$ cat src/rtl/core/btlv_pkg.sv
`default_nettype none

package btlv_pkg;

    localparam int MAX_LENGTH_OCTETS_DEF = 4;

    localparam logic [4:0] TAG_LOW_ESC     = 5'h1F;
    localparam logic [2:0] TAG_COUNT_LIMIT = 3'd5;

    localparam logic [1:0] ERR_NONE   = 2'd0;
    localparam logic [1:0] ERR_TAG    = 2'd1;
    localparam logic [1:0] ERR_LENGTH = 2'd2;

    typedef enum logic [1:0] {
        PH_ID_FIRST  = 2'd0,
        PH_ID_MORE   = 2'd1,
        PH_LEN_FIRST = 2'd2,
        PH_LEN_MORE  = 2'd3
    } phase_t;

    typedef struct packed {
        logic [1:0]  tag_class;
        logic        constructed;
        logic [27:0] tag_number;
        logic [2:0]  tag_octet_count;
        logic [31:0] length_value;
        logic [2:0]  length_octet_count;
        logic        indefinite;
        logic [1:0]  error_code;
    } result_t;

endpackage

`default_nettype wire

$ cat src/rtl/core/btlv_in_stage.sv
`default_nettype none

module btlv_in_stage
    import btlv_pkg::*;
(
    input  wire logic       clk,
    input  wire logic       rst_n,
    input  wire logic       in_valid,
    output logic            in_stall,
    input  wire logic [7:0] header_byte,
    input  wire logic       take,
    output logic            byte_valid,
    output logic [7:0]      byte_data
);

    logic       valid_reg;
    logic       valid_next;
    logic [7:0] data_reg;
    logic       accept;

    assign in_stall   = valid_reg && !take;
    assign accept     = in_valid && !in_stall;
    assign byte_valid = valid_reg;
    assign byte_data  = data_reg;

    always_comb
    begin
        valid_next = valid_reg;
        if (accept)
        begin
            valid_next = 1'b1;
        end
        else if (take)
        begin
            valid_next = 1'b0;
        end
    end

    always_ff @(posedge clk or negedge rst_n)
    begin
        if (!rst_n)
        begin
            valid_reg <= 1'b0;
        end
        else
        begin
            valid_reg <= valid_next;
        end
    end

    always_ff @(posedge clk)
    begin
        if (accept)
        begin
            data_reg <= header_byte;
        end
    end

endmodule

`default_nettype wire

$ cat src/rtl/core/btlv_decode.sv
`default_nettype none

module btlv_decode
    import btlv_pkg::*;
#(
    parameter int MAX_LENGTH_OCTETS = MAX_LENGTH_OCTETS_DEF
)
(
    input  wire logic       clk,
    input  wire logic       rst_n,
    input  wire logic       byte_valid,
    input  wire logic [7:0] byte_data,
    input  wire logic       out_free,
    output logic            take,
    output logic            emit,
    output result_t         result
);

    localparam int REM_W = $clog2(MAX_LENGTH_OCTETS + 1);
    localparam logic [REM_W-1:0] REM_MAX = REM_W'(MAX_LENGTH_OCTETS);
    localparam logic [6:0] ANNOUNCE_MAX = 7'(MAX_LENGTH_OCTETS);

    phase_t            phase_reg, phase_next;
    logic [1:0]        class_reg, class_next;
    logic              cons_reg, cons_next;
    logic [27:0]       tag_acc_reg, tag_acc_next;
    logic [2:0]        tag_count_reg, tag_count_next;
    logic [31:0]       len_acc_reg, len_acc_next;
    logic [REM_W-1:0]  len_rem_reg, len_rem_next;
    logic [2:0]        len_count_reg, len_count_next;
    logic              ovf_reg, ovf_next;
    logic              indef;
    logic              done;

    always_comb
    begin
        phase_next     = phase_reg;
        class_next     = class_reg;
        cons_next      = cons_reg;
        tag_acc_next   = tag_acc_reg;
        tag_count_next = tag_count_reg;
        len_acc_next   = len_acc_reg;
        len_rem_next   = len_rem_reg;
        len_count_next = len_count_reg;
        ovf_next       = ovf_reg;
        indef          = 1'b0;
        done           = 1'b0;
        case (phase_reg)
            PH_ID_FIRST:
            begin
                class_next     = byte_data[7:6];
                cons_next      = byte_data[5];
                tag_count_next = 3'd1;
                ovf_next       = 1'b0;
                if (byte_data[4:0] == TAG_LOW_ESC)
                begin
                    tag_acc_next = '0;
                    phase_next   = PH_ID_MORE;
                end
                else
                begin
                    tag_acc_next = {23'd0, byte_data[4:0]};
                    phase_next   = PH_LEN_FIRST;
                end
            end
            PH_ID_MORE:
            begin
                tag_acc_next   = {tag_acc_reg[20:0], byte_data[6:0]};
                tag_count_next = tag_count_reg + 3'd1;
                if (!byte_data[7] || (tag_count_next >= TAG_COUNT_LIMIT))
                begin
                    phase_next = PH_LEN_FIRST;
                end
            end
            PH_LEN_FIRST:
            begin
                len_count_next = 3'd1;
                len_acc_next   = '0;
                ovf_next       = 1'b0;
                if (!byte_data[7])
                begin
                    len_acc_next = {24'd0, byte_data};
                    done         = 1'b1;
                    phase_next   = PH_ID_FIRST;
                end
                else
                begin
                    if (byte_data[6:0] > ANNOUNCE_MAX)
                    begin
                        ovf_next     = 1'b1;
                        len_rem_next = REM_MAX;
                    end
                    else
                    begin
                        len_rem_next = byte_data[REM_W-1:0];
                    end
                    if (byte_data[6:0] == 7'd0)
                    begin
                        indef      = 1'b1;
                        done       = 1'b1;
                        phase_next = PH_ID_FIRST;
                    end
                    else
                    begin
                        phase_next = PH_LEN_MORE;
                    end
                end
            end
            default:
            begin
                len_acc_next   = {len_acc_reg[23:0], byte_data};
                len_count_next = len_count_reg + 3'd1;
                if (len_rem_reg != '0)
                begin
                    len_rem_next = len_rem_reg - REM_W'(1);
                end
                if (len_rem_next == '0)
                begin
                    indef      = (len_acc_next == 32'd0);
                    done       = 1'b1;
                    phase_next = PH_ID_FIRST;
                end
            end
        endcase
    end

    assign emit = byte_valid && done;
    assign take = byte_valid && (!done || out_free);

    always_comb
    begin
        result.tag_class          = class_reg;
        result.constructed        = cons_reg;
        result.tag_number         = tag_acc_reg;
        result.tag_octet_count    = tag_count_reg;
        result.length_value       = len_acc_next;
        result.length_octet_count = len_count_next;
        result.indefinite         = indef;
        if (tag_count_reg >= TAG_COUNT_LIMIT)
        begin
            result.error_code = ERR_TAG;
        end
        else if (ovf_next)
        begin
            result.error_code = ERR_LENGTH;
        end
        else
        begin
            result.error_code = ERR_NONE;
        end
    end

    always_ff @(posedge clk or negedge rst_n)
    begin
        if (!rst_n)
        begin
            phase_reg     <= PH_ID_FIRST;
            class_reg     <= '0;
            cons_reg      <= 1'b0;
            tag_acc_reg   <= '0;
            tag_count_reg <= '0;
            len_acc_reg   <= '0;
            len_rem_reg   <= '0;
            len_count_reg <= '0;
            ovf_reg       <= 1'b0;
        end
        else if (take)
        begin
            phase_reg     <= phase_next;
            class_reg     <= class_next;
            cons_reg      <= cons_next;
            tag_acc_reg   <= tag_acc_next;
            tag_count_reg <= tag_count_next;
            len_acc_reg   <= len_acc_next;
            len_rem_reg   <= len_rem_next;
            len_count_reg <= len_count_next;
            ovf_reg       <= ovf_next;
        end
    end

endmodule

`default_nettype wire

$ cat src/rtl/core/btlv_out_stage.sv
`default_nettype none

module btlv_out_stage
    import btlv_pkg::*;
(
    input  wire logic    clk,
    input  wire logic    rst_n,
    input  wire logic    push,
    input  wire result_t result,
    output logic         out_free,
    output logic         out_valid,
    input  wire logic    out_stall,
    output result_t      out_result
);

    logic    valid_reg;
    logic    valid_next;
    result_t result_reg;

    assign out_free   = !valid_reg || !out_stall;
    assign out_valid  = valid_reg;
    assign out_result = result_reg;

    always_comb
    begin
        valid_next = valid_reg;
        if (push)
        begin
            valid_next = 1'b1;
        end
        else if (!out_stall)
        begin
            valid_next = 1'b0;
        end
    end

    always_ff @(posedge clk or negedge rst_n)
    begin
        if (!rst_n)
        begin
            valid_reg <= 1'b0;
        end
        else
        begin
            valid_reg <= valid_next;
        end
    end

    always_ff @(posedge clk)
    begin
        if (push)
        begin
            result_reg <= result;
        end
    end

endmodule

`default_nettype wire

$ cat src/rtl/core/ber_tlv_header_decoder.sv
// ber tlv header decoder: one header byte accepted per cycle, sustained while not stalled
// a header's last byte waits in the input register until its result can enter the result register
// throughput: one byte per cycle; input register, one decode pass, result register
// a stalled result holds back only a byte that would finish another header
// reset (rst_n, async, active low) empties both registers and returns to the identifier octet
`default_nettype none

module ber_tlv_header_decoder
    import btlv_pkg::*;
#(
    parameter int MAX_LENGTH_OCTETS = MAX_LENGTH_OCTETS_DEF
)
(
    input  wire logic       clk,
    input  wire logic       rst_n,
    input  wire logic       in_valid,
    output logic            in_stall,
    input  wire logic [7:0] header_byte,
    output logic            out_valid,
    input  wire logic       out_stall,
    output logic [1:0]      tag_class,
    output logic            constructed,
    output logic [27:0]     tag_number,
    output logic [2:0]      tag_octet_count,
    output logic [31:0]     length_value,
    output logic [2:0]      length_octet_count,
    output logic            indefinite,
    output logic [1:0]      error_code
);

    logic       take;
    logic       emit;
    logic       out_free;
    logic       byte_valid;
    logic [7:0] byte_data;
    result_t    result;
    result_t    out_result;

    btlv_in_stage u_in
    (
        .clk         (clk),
        .rst_n       (rst_n),
        .in_valid    (in_valid),
        .in_stall    (in_stall),
        .header_byte (header_byte),
        .take        (take),
        .byte_valid  (byte_valid),
        .byte_data   (byte_data)
    );

    btlv_decode #(
        .MAX_LENGTH_OCTETS (MAX_LENGTH_OCTETS)
    ) u_decode
    (
        .clk        (clk),
        .rst_n      (rst_n),
        .byte_valid (byte_valid),
        .byte_data  (byte_data),
        .out_free   (out_free),
        .take       (take),
        .emit       (emit),
        .result     (result)
    );

    btlv_out_stage u_out
    (
        .clk        (clk),
        .rst_n      (rst_n),
        .push       (emit && take),
        .result     (result),
        .out_free   (out_free),
        .out_valid  (out_valid),
        .out_stall  (out_stall),
        .out_result (out_result)
    );

    assign tag_class          = out_result.tag_class;
    assign constructed        = out_result.constructed;
    assign tag_number         = out_result.tag_number;
    assign tag_octet_count    = out_result.tag_octet_count;
    assign length_value       = out_result.length_value;
    assign length_octet_count = out_result.length_octet_count;
    assign indefinite         = out_result.indefinite;
    assign error_code         = out_result.error_code;

endmodule

`default_nettype wire

$ cat config.mk
export PLATFORM = sky130hd
export DESIGN_NAME = ber_tlv_header_decoder
export DESIGN_NICKNAME = d
export VERILOG_FILES = /design/src/rtl/core/btlv_pkg.sv /design/src/rtl/core/btlv_in_stage.sv /design/src/rtl/core/btlv_decode.sv /design/src/rtl/core/btlv_out_stage.sv /design/src/rtl/core/ber_tlv_header_decoder.sv
export SDC_FILE = /design/constraint.sdc
export NUM_CORES = 1
export LEC_CHECK = 0
export ABC_AREA = 1
export BUFFER_PORTS_ARGS = -buffer_cell sky130_fd_sc_hd__buf_2
export CAP_MARGIN = 20
export CORE_MARGIN = 4
export CORE_UTILIZATION = 64
export CTS_BUF_LIST = sky130_fd_sc_hd__clkbuf_4 sky130_fd_sc_hd__clkbuf_8
export DETAILED_ROUTE_END_ITERATION = 16
export PLACE_DENSITY = 0.88
export SLEW_MARGIN = 0
export SYNTH_ARGS = -nofsm -noshare
export SYNTH_HDL_FRONTEND = slang
export SYNTH_SLANG_ARGS = --single-unit
$ cat constraint.sdc
create_clock -name clk -period 9.45 [get_ports clk]
set_input_delay 1.89 -clock clk [delete_from_list [all_inputs] [get_ports clk]]
set_output_delay 1.89 -clock clk [all_outputs]
set_load 0.005 [all_outputs]
Yosys cells after proc, flatten, opt, wreduce, memory -nomap -nowiden
Index checks and enable logic that the tools add are counted.

Bits in registers: 157.

Reduce and logical (&&, ||, !) cells: 28. Bitwise logic cells: 1. $lt $le $gt $ge: 3. Equality and inequality tests: 6. Muxes and demuxes: 32. $add $sub $neg: 3.

Operators by type and width (number): $pmux 32 s2 (1); $pmux 28 s2 (1); $logic_not 32->1 (1); $pmux 3 s2 (3); $mux 2 (6); $mux 3 (4); $mux 1 (11); $gt 7x3->1 const B (1); $logic_not 7->1 (1); $mux 7 (1); $add 3x1->3 const B (2); $ge 3x3->1 const B (2); $logic_not 1->1 (6); $pmux 1 s2 (3); $pmux 2 s3 (1); $reduce_and 3->1 (2); $eq 5x5->1 const B (1); $logic_and 1x1->1 (5); $mux 5 (1); $ne 2x1->1 const B (2); $reduce_and 2->1 (2); $reduce_bool 2->1 (2); $reduce_bool 4->1 (1); $logic_not 3->1 (1); other kinds (10) (12).

Longest topological paths before layout
Gate-level depths: netlist of run 1.

Depth after elaboration: 14. Gate-level depth with buffers: 15.

Cells and area by module
From an unflattened synthesis of run 1, not the netlist that was laid out.

Cells, all modules: 609. Area total of the unflattened synthesis: 6458.7 um^2.

Modules (own cells, without submodules): btlv_decode (sequential area each 1876.8 um^2, cells an instance 516, instances 1, area an instance 3950.0 um^2); btlv_out_stage (sequential area each 2187.1 um^2, cells an instance 76, instances 1, area an instance 2203.4 um^2); btlv_in_stage (sequential area each 265.3 um^2, cells an instance 15, instances 1, area an instance 297.8 um^2); ber_tlv_header_decoder (sequential area each 0.0 um^2, cells an instance 2, instances 1, area an instance 7.5 um^2).

Least setup slack after synthesis of run 1
No wires, ideal clock.

Path type: input port to output port. Start: input out_stall. End: output in_stall. Cell stages on the path: 4. Arrival: 2233 ps. Buffers on the path: 0. Path slack: 5327 ps. Data required time: 7560 ps. Cell sequence: nand2_1 inv_1 nand2_2 nor2_1.

Word-level cells in the longest chain between the ends: 6.

RTL lines: from (decl) (line ber_tlv_header_decoder.sv:20) `input wire logic out_stall,`; $logic_not 1->1 (line btlv_out_stage.sv:20) `assign out_free = !valid_reg || !out_stall;`; $logic_or 1x1->1 (line btlv_out_stage.sv:20); $logic_or 1x1->1 (line btlv_decode.sv:128) `assign take = byte_valid && (!done || out_free);`; $logic_and 1x1->1 (line btlv_decode.sv:128); $logic_not 1->1 (line btlv_in_stage.sv:21) `assign in_stall = valid_reg && !take;`; $logic_and 1x1->1 (line btlv_in_stage.sv:21); to (decl) (line ber_tlv_header_decoder.sv:17) `output logic in_stall,`.

Every way passes these cells.

Worst setup path in the final report of run 1
Start: register u_decode.phase_reg[1]. End: output in_stall.

Word-level cells in the longest chain between the ends: 8. Elaborated cells between the ends (all ways): 10. Classes of those cells: eq/ne (2); mux (1); reduce/logical (7).

RTL lines: from (decl) (line btlv_decode.sv:23) `phase_t phase_reg, phase_next;`; from (signal assigned) (line btlv_decode.sv:169) `phase_reg <= phase_next;`; $eq 2x1->1 / $logic_not 2->1 (equally long branches) (line btlv_decode.sv:48) `case (phase_reg)`; $reduce_or 2->1 (no line); $pmux 1 s2 * (line btlv_decode.sv:48); $logic_not 1->1 * (line btlv_decode.sv:128); $logic_or 1x1->1 * (line btlv_decode.sv:128); $logic_and 1x1->1 * (line btlv_decode.sv:128); $logic_not 1->1 * (line btlv_in_stage.sv:21); $logic_and 1x1->1 * (line btlv_in_stage.sv:21).

Mark *: on every way between the ends. The rest lies on a longest branch, timed or not.

==> results.sh, run 1 <==
export IMPL_p_leak_nw=3.465
export IMPL_detail_route_wl_per_cell_um=15.90
export IMPL_n_antenna_cell=0
export IMPL_synth_nets=626
export IMPL_worstPathBufferInverterCount=2
export IMPL_nFillCells=643
export IMPL_reg2reg_depth=9
export IMPL_port_buffers=85
export IMPL_finalSetupTns_ns=0
export IMPL_ys_types=29
export IMPL_min_path_type="flip-flop to flip-flop"
export IMPL_cts_resized=0
export IMPL_grt_pass1_wl_um=21810
export IMPL_rsz0062_at_grt="no"
export IMPL_crit_fanout=29
export IMPL_crit_type="flip-flop to output pin"
export IMPL_ir_drop_v=0.0001401
export IMPL_worstSetupEndpointType="output pin"
export IMPL_reg2reg_slack_ns=5.96
export IMPL_start_util_pct=65.77
export IMPL_timing_rr_start="u_decode.phase_reg[1]"
export IMPL_multi_input_area_mm2=0.001727
export IMPL_clk_latency_ns=0.45
export IMPL_utilization_pct=74.78
export IMPL_crit_arrival_ns=2.76
export IMPL_slew_viol_final=0
export IMPL_internal_power_w=0.001336
export IMPL_synthCells=607
export IMPL_clock_sinks=157
export IMPL_slew_headroom_pct=31.08
export IMPL_via_count=4729
export IMPL_clock_fmax_ghz=0.2149
export IMPL_finalCriticalPeriod_ns=4.653
export IMPL_die_area_mm2=0.01176
export IMPL_finalNonFillerCells=827
export IMPL_async_flop_share_pct=49.04
export IMPL_clock_path_buffers=2
export IMPL_row_count=36
export IMPL_htreeDepth=4
export IMPL_critPathMaxStageDelay_ns=1.03
export IMPL_numCtsBuffers=17
export IMPL_ant_nets=0
export IMPL_area_growth_pct=13.70
export IMPL_cts_tree="built"
export IMPL_path_cells="inv_2 -> nor2_2 -> nand2_1 -> nand2_1 -> nand2_2 -> nor2_1 -> buf_2"
export IMPL_die_w_um=108.5
export IMPL_routabilityCongestion=0.8613
export IMPL_crit_path_start_kind="flip-flop"
export IMPL_clockPowerShare_pct=27.4
export IMPL_register_area_mm2=0.004330
export IMPL_path_clk_slew_ns=0.08
export IMPL_yosysSeqAreaShare_pct=67.03
export IMPL_sw_frac_of_total_pct=32.71
export IMPL_setup_violations=0
export IMPL_status="completed"
export IMPL_critPathTopFamily="flip-flops"
export IMPL_hold_path_depth=0
export IMPL_mostFrequentLayoutCells="nand2_1, buf_2, edfxtp_1"
export IMPL_first_iter_violations=601
export IMPL_syn_avg_cell_area_um2=10.64
export IMPL_ctsHoldBuffers=0
export IMPL_dp_cells=794
export IMPL_wirelength_um=13150
export IMPL_drive_above_1_share_pct=19.31
export IMPL_ys_seq_elements=157
export IMPL_hold_viol_final=0
export IMPL_grt_start_max_net_pins=78
export IMPL_clock_root_buffer="clkbuf_8"
export IMPL_drt_pass1_iterations=6
export IMPL_r2r_end="u_decode.len_acc_reg[9]"
export IMPL_ys_warn_count=0
export IMPL_routed_via_density=5.718
export IMPL_power_w=0.001985
export IMPL_layout_commonest_cell="nand2_1"
export IMPL_pwr_share_comb_pct=22.9
export IMPL_max_cap_violations=0
export IMPL_period_share_pct=49.24
export IMPL_synth_area_mm2=0.006459
export IMPL_postCtsSetupRepairBufs=0
export IMPL_skew_ns=0.01243
export IMPL_critPathRequiredTime_ns=7.56
export IMPL_hpwl_um=8157
export IMPL_synth_edf_count=80
export IMPL_antenna_found_initial=0
export IMPL_worst_pin_slew_ns=1.034
export IMPL_crit_slowest_cell="dfrtp_1"
export IMPL_io_pins=86
export IMPL_core_area_mm2=0.009819
export IMPL_nNetsFinal=700
export IMPL_power_density_mw_per_mm2=270.3
export IMPL_holdPathEnd="u_out.out_result[66]"
export IMPL_drc=0
export IMPL_grt_usage_pct=24.15
export IMPL_die_h_um=108.5
export IMPL_grt_overflow_total=0
export IMPL_first_global_vias=4451
export IMPL_synth_ff_type="edfxtp_1"
export IMPL_final_setup_worst_slack_ns=4.797
export IMPL_cp_common_cell="nand2_1"
export IMPL_p_switching_w=0.0006492
export IMPL_place_ws_ns=5.124
export IMPL_largest_reg_flops=72
export IMPL_power_frac_seq_pct=49.7
export IMPL_hold_path_startpoint="u_decode.tag_acc_reg[25]"
## cell usage after synthesis, types with 4 or more instances
| cell type | number | area share, % |
|---|---|---|
| a22oi_1 | 4 | 0.46 |
| buf_2 | 10 | 0.77 |
| dfrtp_1 | 77 | 30 |
| nand2_1 | 184 | 11 |
| nand4_1 | 45 | 4.4 |
| buf_1 | 5 | 0.29 |
| buf_6 | 6 | 1.0 |
| clkbuf_1 | 11 | 0.64 |
| o22ai_1 | 19 | 1.8 |
| ha_1 | 7 | 1.4 |
| o21ai_1 | 9 | 0.70 |
| edfxtp_1 | 80 | 37 |
| inv_1 | 53 | 3.1 |
| nor2_1 | 15 | 0.87 |
| a21oi_1 | 5 | 0.39 |
| o21ai_0 | 14 | 1.1 |
| nand3_1 | 43 | 3.3 |
## routing by layer
layer,GRT usage [%],vias up,wire [µm]
met1,32.79,2246,5375
met2,38.04,253,6533
li1,-,2206,-
met3,5.612,24,1015
met5,0,-,0
met4,9.919,0,225
## final cells by class
cell class | instances | area share [%]
clock inverter | 13 | 2.573
inverter | 56 | 2.863
tap | 133 | 2.266
multi-input combinational | 360 | 23.51
timing repair buffer | 89 | 6.338
sequential | 157 | 58.97
clock buffer | 19 | 3.476
## per-stage QoR
stage	cell area [µm²]	hold WS (ns)
after CTS	7328	0.4540
after global placement	6884	0.4337
after floorplan	6459	0.4253
after detailed placement	6884	0.4331
after global routing	7343	0.4707
final	7343	0.4517
## how the worst max path moves through the flow
stage,startpoint,end,slack [ns],depth (start not counted)
6_report,u_decode.phase_reg[1],in_stall,4.80,7
5_1_grt,u_decode.phase_reg[1],in_stall,4.61,7
4_1_cts,u_decode.phase_reg[1],in_stall,4.85,7
3_5_place_dp,out_stall,u_decode.tag_acc_reg[25],5.12,8
3_3_place_gp,out_stall,in_stall,5.18,6
2_1_floorplan,out_stall,in_stall,5.33,4
## power by group through the flow
stage | combinational [W] | clock, W | sequential [W]
after floorplan | 0.000324 | 0 | 0.000965
after global placement | 0.000420 | 0 | 0.000989
after detailed placement | 0.000442 | 0 | 0.000996
after CTS | 0.000448 | 0.000549 | 0.000984
after global routing | 0.000511 | 0.000577 | 0.00100
final | 0.000454 | 0.000544 | 0.000987
## cell families after synthesis
family          after synthesis  synth area share, %
buf+inv                      90                6.238
xor+xnor                      1               0.1356
fa+ha+maj                     7                1.356
compound gates               54                4.824
simple gates                298                20.42
flops                       157                67.03
## worst register-to-register path, delay by kind of cell (launching register included)
kind,cells,cell delay (ns)
buffers and inverters,2,1.15
DFF,1,0.77
and+or+nand+nor,7,1.43
(Power assumes the default switching activity.)
==> run 2, diff against run 1 <==
Settings changed: CORE_UTILIZATION 64 to 59, PLACE_DENSITY 0.88 to 0.82.
Clock period 9.45 ns to 4.6 ns, I/O delays scaled along.
==> results.sh, run 2 (synthesized netlist as in run 1, its figures left out) <==
export IMPL_crit_fanout=29
export IMPL_startpoint="u_decode.phase_reg[1]"
export IMPL_crit_arrival_ns=2.76
export IMPL_ant_nets=0
export IMPL_grt_pass1_wl_um=22820
export IMPL_worstPathBufferInverterCount=2
export IMPL_cts_tree="built"
export IMPL_io_pins=86
export IMPL_path_clk_slew_ns=0.08
export IMPL_hpwl_um=8810
export IMPL_reg2reg_slack_ns=1.30
export IMPL_ir_drop_v=0.0003092
export IMPL_finalNonFillerCells=832
export IMPL_critPathMaxStageDelay_ns=1.01
export IMPL_grt_usage_pct=22.54
export IMPL_grt_overflow_total=0
export IMPL_crit_slowest_cell="dfrtp_1"
export IMPL_core_area_mm2=0.01051
export IMPL_hold_viol_final=0
export IMPL_drive_above_1_share_pct=19.40
export IMPL_row_count=37
export IMPL_grt_start_max_net_pins=78
export IMPL_hold_path_startpoint="u_decode.tag_acc_reg[21]"
export IMPL_rsz0062_at_grt="no"
export IMPL_die_area_mm2=0.01268
export IMPL_setup_violations=0
export IMPL_clock_sinks=157
export IMPL_mostFrequentLayoutCells="nand2_1, buf_2, edfxtp_1"
export IMPL_critPathRequiredTime_ns=3.68
export IMPL_finalCriticalPeriod_ns=3.685
export IMPL_crit_type="flip-flop to output pin"
export IMPL_slew_headroom_pct=32.87
export IMPL_nNetsFinal=702
export IMPL_routabilityCongestion=0.8742
export IMPL_path_cells="inv_2 -> nor2_2 -> nand2_1 -> nand2_1 -> nand2_2 -> nor2_1 -> buf_2"
export IMPL_critPathTopFamily="flip-flops"
export IMPL_dp_cells=800
export IMPL_status="completed"
export IMPL_cp_common_cell="nand2_1"
export IMPL_postCtsSetupRepairBufs=0
export IMPL_wirelength_um=13660
export IMPL_start_util_pct=61.46
export IMPL_die_w_um=112.6
export IMPL_clock_path_buffers=2
export IMPL_power_density_mw_per_mm2=545.9
export IMPL_layout_commonest_cell="nand2_1"
export IMPL_routed_via_density=5.780
export IMPL_largest_reg_flops=72
export IMPL_drt_pass1_iterations=5
export IMPL_ctsHoldBuffers=0
export IMPL_antenna_found_initial=0
export IMPL_min_path_type="flip-flop to flip-flop"
export IMPL_drc=0
export IMPL_slew_viol_final=0
export IMPL_skew_ns=0.009229
export IMPL_via_count=4809
export IMPL_htreeDepth=4
export IMPL_numCtsBuffers=17
export IMPL_first_global_vias=4552
export IMPL_port_buffers=85
export IMPL_finalSetupTns_ns=0
export IMPL_worst_pin_slew_ns=1.007
export IMPL_timing_rr_start="u_decode.phase_reg[1]"
export IMPL_clock_fmax_ghz=0.2714
export IMPL_period_share_pct=80.10
export IMPL_worstSetupEndpointType="output pin"
export IMPL_cts_resized=0
export IMPL_area_growth_pct=13.21
export IMPL_clock_root_buffer="clkbuf_8"
export IMPL_first_iter_violations=474
export IMPL_detail_route_wl_per_cell_um=16.42
export IMPL_p_leak_nw=3.443
export IMPL_max_cap_violations=0
export IMPL_n_antenna_cell=0
export IMPL_nFillCells=742
export IMPL_clk_latency_ns=0.44
export IMPL_crit_path_start_kind="flip-flop"
export IMPL_die_h_um=112.6
## run 2: changes by cell type in the layout (fill, tap and decap cells not counted)
| cell | previous run | this run |
|---|---|---|
| inv_6 | 2 | 3 |
| clkinv_1 | 0 | 1 |
| clkinvlp_4 | 2 | 4 |
| buf_4 | 4 | 7 |
| clkinv_4 | 3 | 2 |
| buf_8 | 1 | 0 |
| inv_8 | 0 | 2 |
| clkinv_2 | 2 | 0 |
| bufinv_16 | 4 | 2 |
| clkbuf_8 | 18 | 17 |
## run 2: through the flow
step           setup WS (ns)  power [W]  hold WS, ns  area [µm²]  utilization, %
6_report              0.9155   0.003992       0.4656        7312           69.58
5_1_grt               0.7121   0.004222       0.4765        7312           69.58
4_1_cts               0.9618   0.003996       0.4658        7312           69.58
2_1_floorplan          1.412   0.002650       0.4253        6459               -
3_3_place_gp           1.575   0.002908       0.4409        6910           65.76
3_5_place_dp           1.440   0.002958       0.4452        6910           65.76
## run 2: power breakdown
| group | total (W) | switching [W] | internal (W) |
|---|---|---|---|
| registers | 0.00204 | 0.000221 | 0.00182 |
| clock network | 0.00102 | 0.000520 | 0.000499 |
| logic | 0.000933 | 0.000625 | 0.000309 |
| total | 0.00399 | 0.00137 | 0.00263 |
## run 2: path summary, 6_finish.rpt
kind                                           end  depth (start not counted)
setup / recovery                          in_stall                          7
hold / removal                u_out.out_result[62]                          0
setup reg to reg           u_decode.len_acc_reg[5]                          9
hold reg to reg               u_out.out_result[62]                          0
max in group asynchronous          u_in.byte_valid                          1
min in group asynchronous    u_decode.class_reg[1]                          1
## run 2: worst reg2reg max path, stage by stage, from the launching register on
cell     delay, ns
dfrtp_1       1.01
inv_2         0.45
nor2_2        0.32
nand2_1       0.09
nand2_1       0.12
nand2_2       0.09
buf_4         0.26
nand2_2       0.61
nand2_1       0.14
o21ai_1       0.13
## run 2: layer usage
layer,vias to the layer above,wire length (µm),GRT usage [%]
li1,2210,-,-
met1,2330,5659,30.20
met2,244,6615,36.26
met3,25,1127,5.660
met4,0,261,7.612
met5,-,0,0
## run 2: cell type report
cell class                      count  area [µm²]  area share (%)
Clock inverter                     14       160.2           2.190
Clock buffer                       18       241.5           3.303
Sequential cell                   157        4330           59.22
Inverter                           56       210.2           2.875
Tap cell                          136       170.2           2.327
Timing Repair Buffer               91       473.0           6.468
Multi-Input combinational cell    360        1727           23.61
==> run 3, diff against run 2 <==
Clock period 4.6 ns to 3.4 ns, I/O delays scaled along.
==> results.sh, run 3 (synthesized netlist as in run 1, its figures left out) <==
export IMPL_clock_path_buffers=2
export IMPL_die_h_um=112.6
export IMPL_core_area_mm2=0.01051
export IMPL_mostFrequentLayoutCells="nand2_1, buf_2, edfxtp_1"
export IMPL_clock_fmax_ghz=0.3426
export IMPL_postCtsSetupRepairBufs=0
export IMPL_path_cells="inv_2 -> ha_1 -> ha_1 -> inv_1 -> nand2_1 -> nand2_1 -> nand2_1 -> nor2_2 -> nand2_1 -> nand2_1 -> nand2_2 -> nor2_1 -> buf_2"
export IMPL_die_w_um=112.6
export IMPL_path_clk_slew_ns=0.08
export IMPL_detail_route_wl_per_cell_um=16.00
export IMPL_drc=0
export IMPL_routed_via_density=5.705
export IMPL_critPathTopFamily="simple AND/OR/NAND/NOR gates"
export IMPL_whs_ns=0.3485
export IMPL_layout_commonest_cell="nand2_1"
export IMPL_largest_reg_flops=72
export IMPL_cts_resized=0
export IMPL_ir_drop_v=0.0005101
export IMPL_power_density_mw_per_mm2=733.0
export IMPL_setup_violations=0
export IMPL_ant_nets=0
export IMPL_wirelength_um=13320
export IMPL_rsz0062_at_grt="no"
export IMPL_routabilityCongestion=0.8931
export IMPL_hpwl_um=8533
export IMPL_clk_latency_ns=0.46
export IMPL_skew_ns=0.01245
export IMPL_drt_pass1_iterations=5
export IMPL_crit_fanout=4
export IMPL_power_w=0.005363
export IMPL_crit_slowest_cell="dfrtp_1"
export IMPL_antenna_found_initial=0
export IMPL_cts_tree="built"
export IMPL_nFillCells=740
export IMPL_hold_viol_final=0
export IMPL_n_antenna_cell=0
export IMPL_finalNonFillerCells=833
export IMPL_period_share_pct=85.85
export IMPL_reg2reg_depth=13
export IMPL_clock_root_buffer="clkbuf_8"
export IMPL_critPathRequiredTime_ns=2.72
export IMPL_numCtsBuffers=17
export IMPL_area_growth_pct=13.29
export IMPL_reg2reg_slack_ns=0.80
export IMPL_status="completed"
export IMPL_dp_cells=801
export IMPL_row_count=37
export IMPL_finalCriticalPeriod_ns=2.919
export IMPL_slew_headroom_pct=34.27
export IMPL_critPathMaxStageDelay_ns=0.39
export IMPL_p_leak_nw=3.441
export IMPL_worstPathBufferInverterCount=3
export IMPL_grt_pass1_wl_um=22270
export IMPL_via_count=4752
export IMPL_grt_usage_pct=22.04
export IMPL_crit_type="flip-flop to output pin"
export IMPL_worst_pin_slew_ns=0.9860
export IMPL_timing_rr_start="u_decode.len_rem_reg[0]"
export IMPL_worstSetupEndpointType="output pin"
export IMPL_ctsHoldBuffers=0
export IMPL_port_buffers=85
export IMPL_htreeDepth=4
export IMPL_max_cap_violations=0
export IMPL_r2r_end="u_decode.phase_reg[1]"
export IMPL_min_path_type="input pin to async pin"
export IMPL_grt_overflow_total=0
export IMPL_utilization_pct=69.63
export IMPL_clock_sinks=157
export IMPL_drive_above_1_share_pct=19.23
export IMPL_slew_viol_final=0
export IMPL_die_area_mm2=0.01268
export IMPL_first_iter_violations=428
export IMPL_finalSetupTns_ns=0
export IMPL_io_pins=86
export IMPL_grt_start_max_net_pins=78
export IMPL_start_util_pct=61.46
export IMPL_first_global_vias=4512
export IMPL_cp_common_cell="nand2_1"
export IMPL_nNetsFinal=703
export IMPL_crit_arrival_ns=2.24
export IMPL_crit_path_start_kind="flip-flop"
run 3: cell count changes in the layout (fill, tap and decap cells not counted), sizes merged:
cell | previous run | this run
clkinv | 3 | 6
inv | 61 | 58
buf | 91 | 92
run 3: layout make-up:
cell class | instances | area, µm² | area share, %
sequential | 157 | 4330 | 59.18
multi-input combinational | 360 | 1727 | 23.60
timing repair buffer | 92 | 493.0 | 6.737
clock buffer | 18 | 241.5 | 3.300
inverter | 56 | 210.2 | 2.873
tap | 136 | 170.2 | 2.326
clock inverter | 14 | 145.1 | 1.984
run 3: layer usage:
layer | vias up | track usage, % | routed length [µm]
met4 | 0 | 8.894 | 257
li1 | 2222 | - | -
met2 | 185 | 33.85 | 6597
met3 | 25 | 5.930 | 921
met5 | - | 0 | 0
met1 | 2320 | 30.15 | 5548
run 3: where the power goes:
group / internal, W / total, W / leakage (nW) / switching (W)
combinational: 0.000430 / 0.00131 / 1.47 / 0.000879
sequential: 0.00246 / 0.00271 / 1.79 / 0.000248
clock: 0.000658 / 0.00135 / 0.182 / 0.000688
total: 0.00355 / 0.00536 / 3.44 / 0.00182
run 3: worst max-delay path by stage:
stage                                  from                     to  slack [ns]  depth (start not counted)
global route        u_decode.len_rem_reg[0]               in_stall        0.28                         13
CTS                 u_decode.len_rem_reg[0]               in_stall        0.47                         13
global placement    u_decode.len_rem_reg[0]  u_decode.phase_reg[1]        0.95                         13
detailed placement  u_decode.len_rem_reg[0]  u_decode.phase_reg[1]        0.84                         13
finish              u_decode.len_rem_reg[0]               in_stall        0.48                         13
floorplan           u_decode.len_rem_reg[0]    u_out.out_result[0]        0.21                         12
run 3: metrics by stage:
stage / area [µm²] / setup WS [ns]
after global placement: 6930 / 0.9519
final: 7317 / 0.4812
after detailed placement: 6930 / 0.8420
after floorplan: 6459 / 0.2116
after CTS: 7317 / 0.4719
after global routing: 7317 / 0.2772
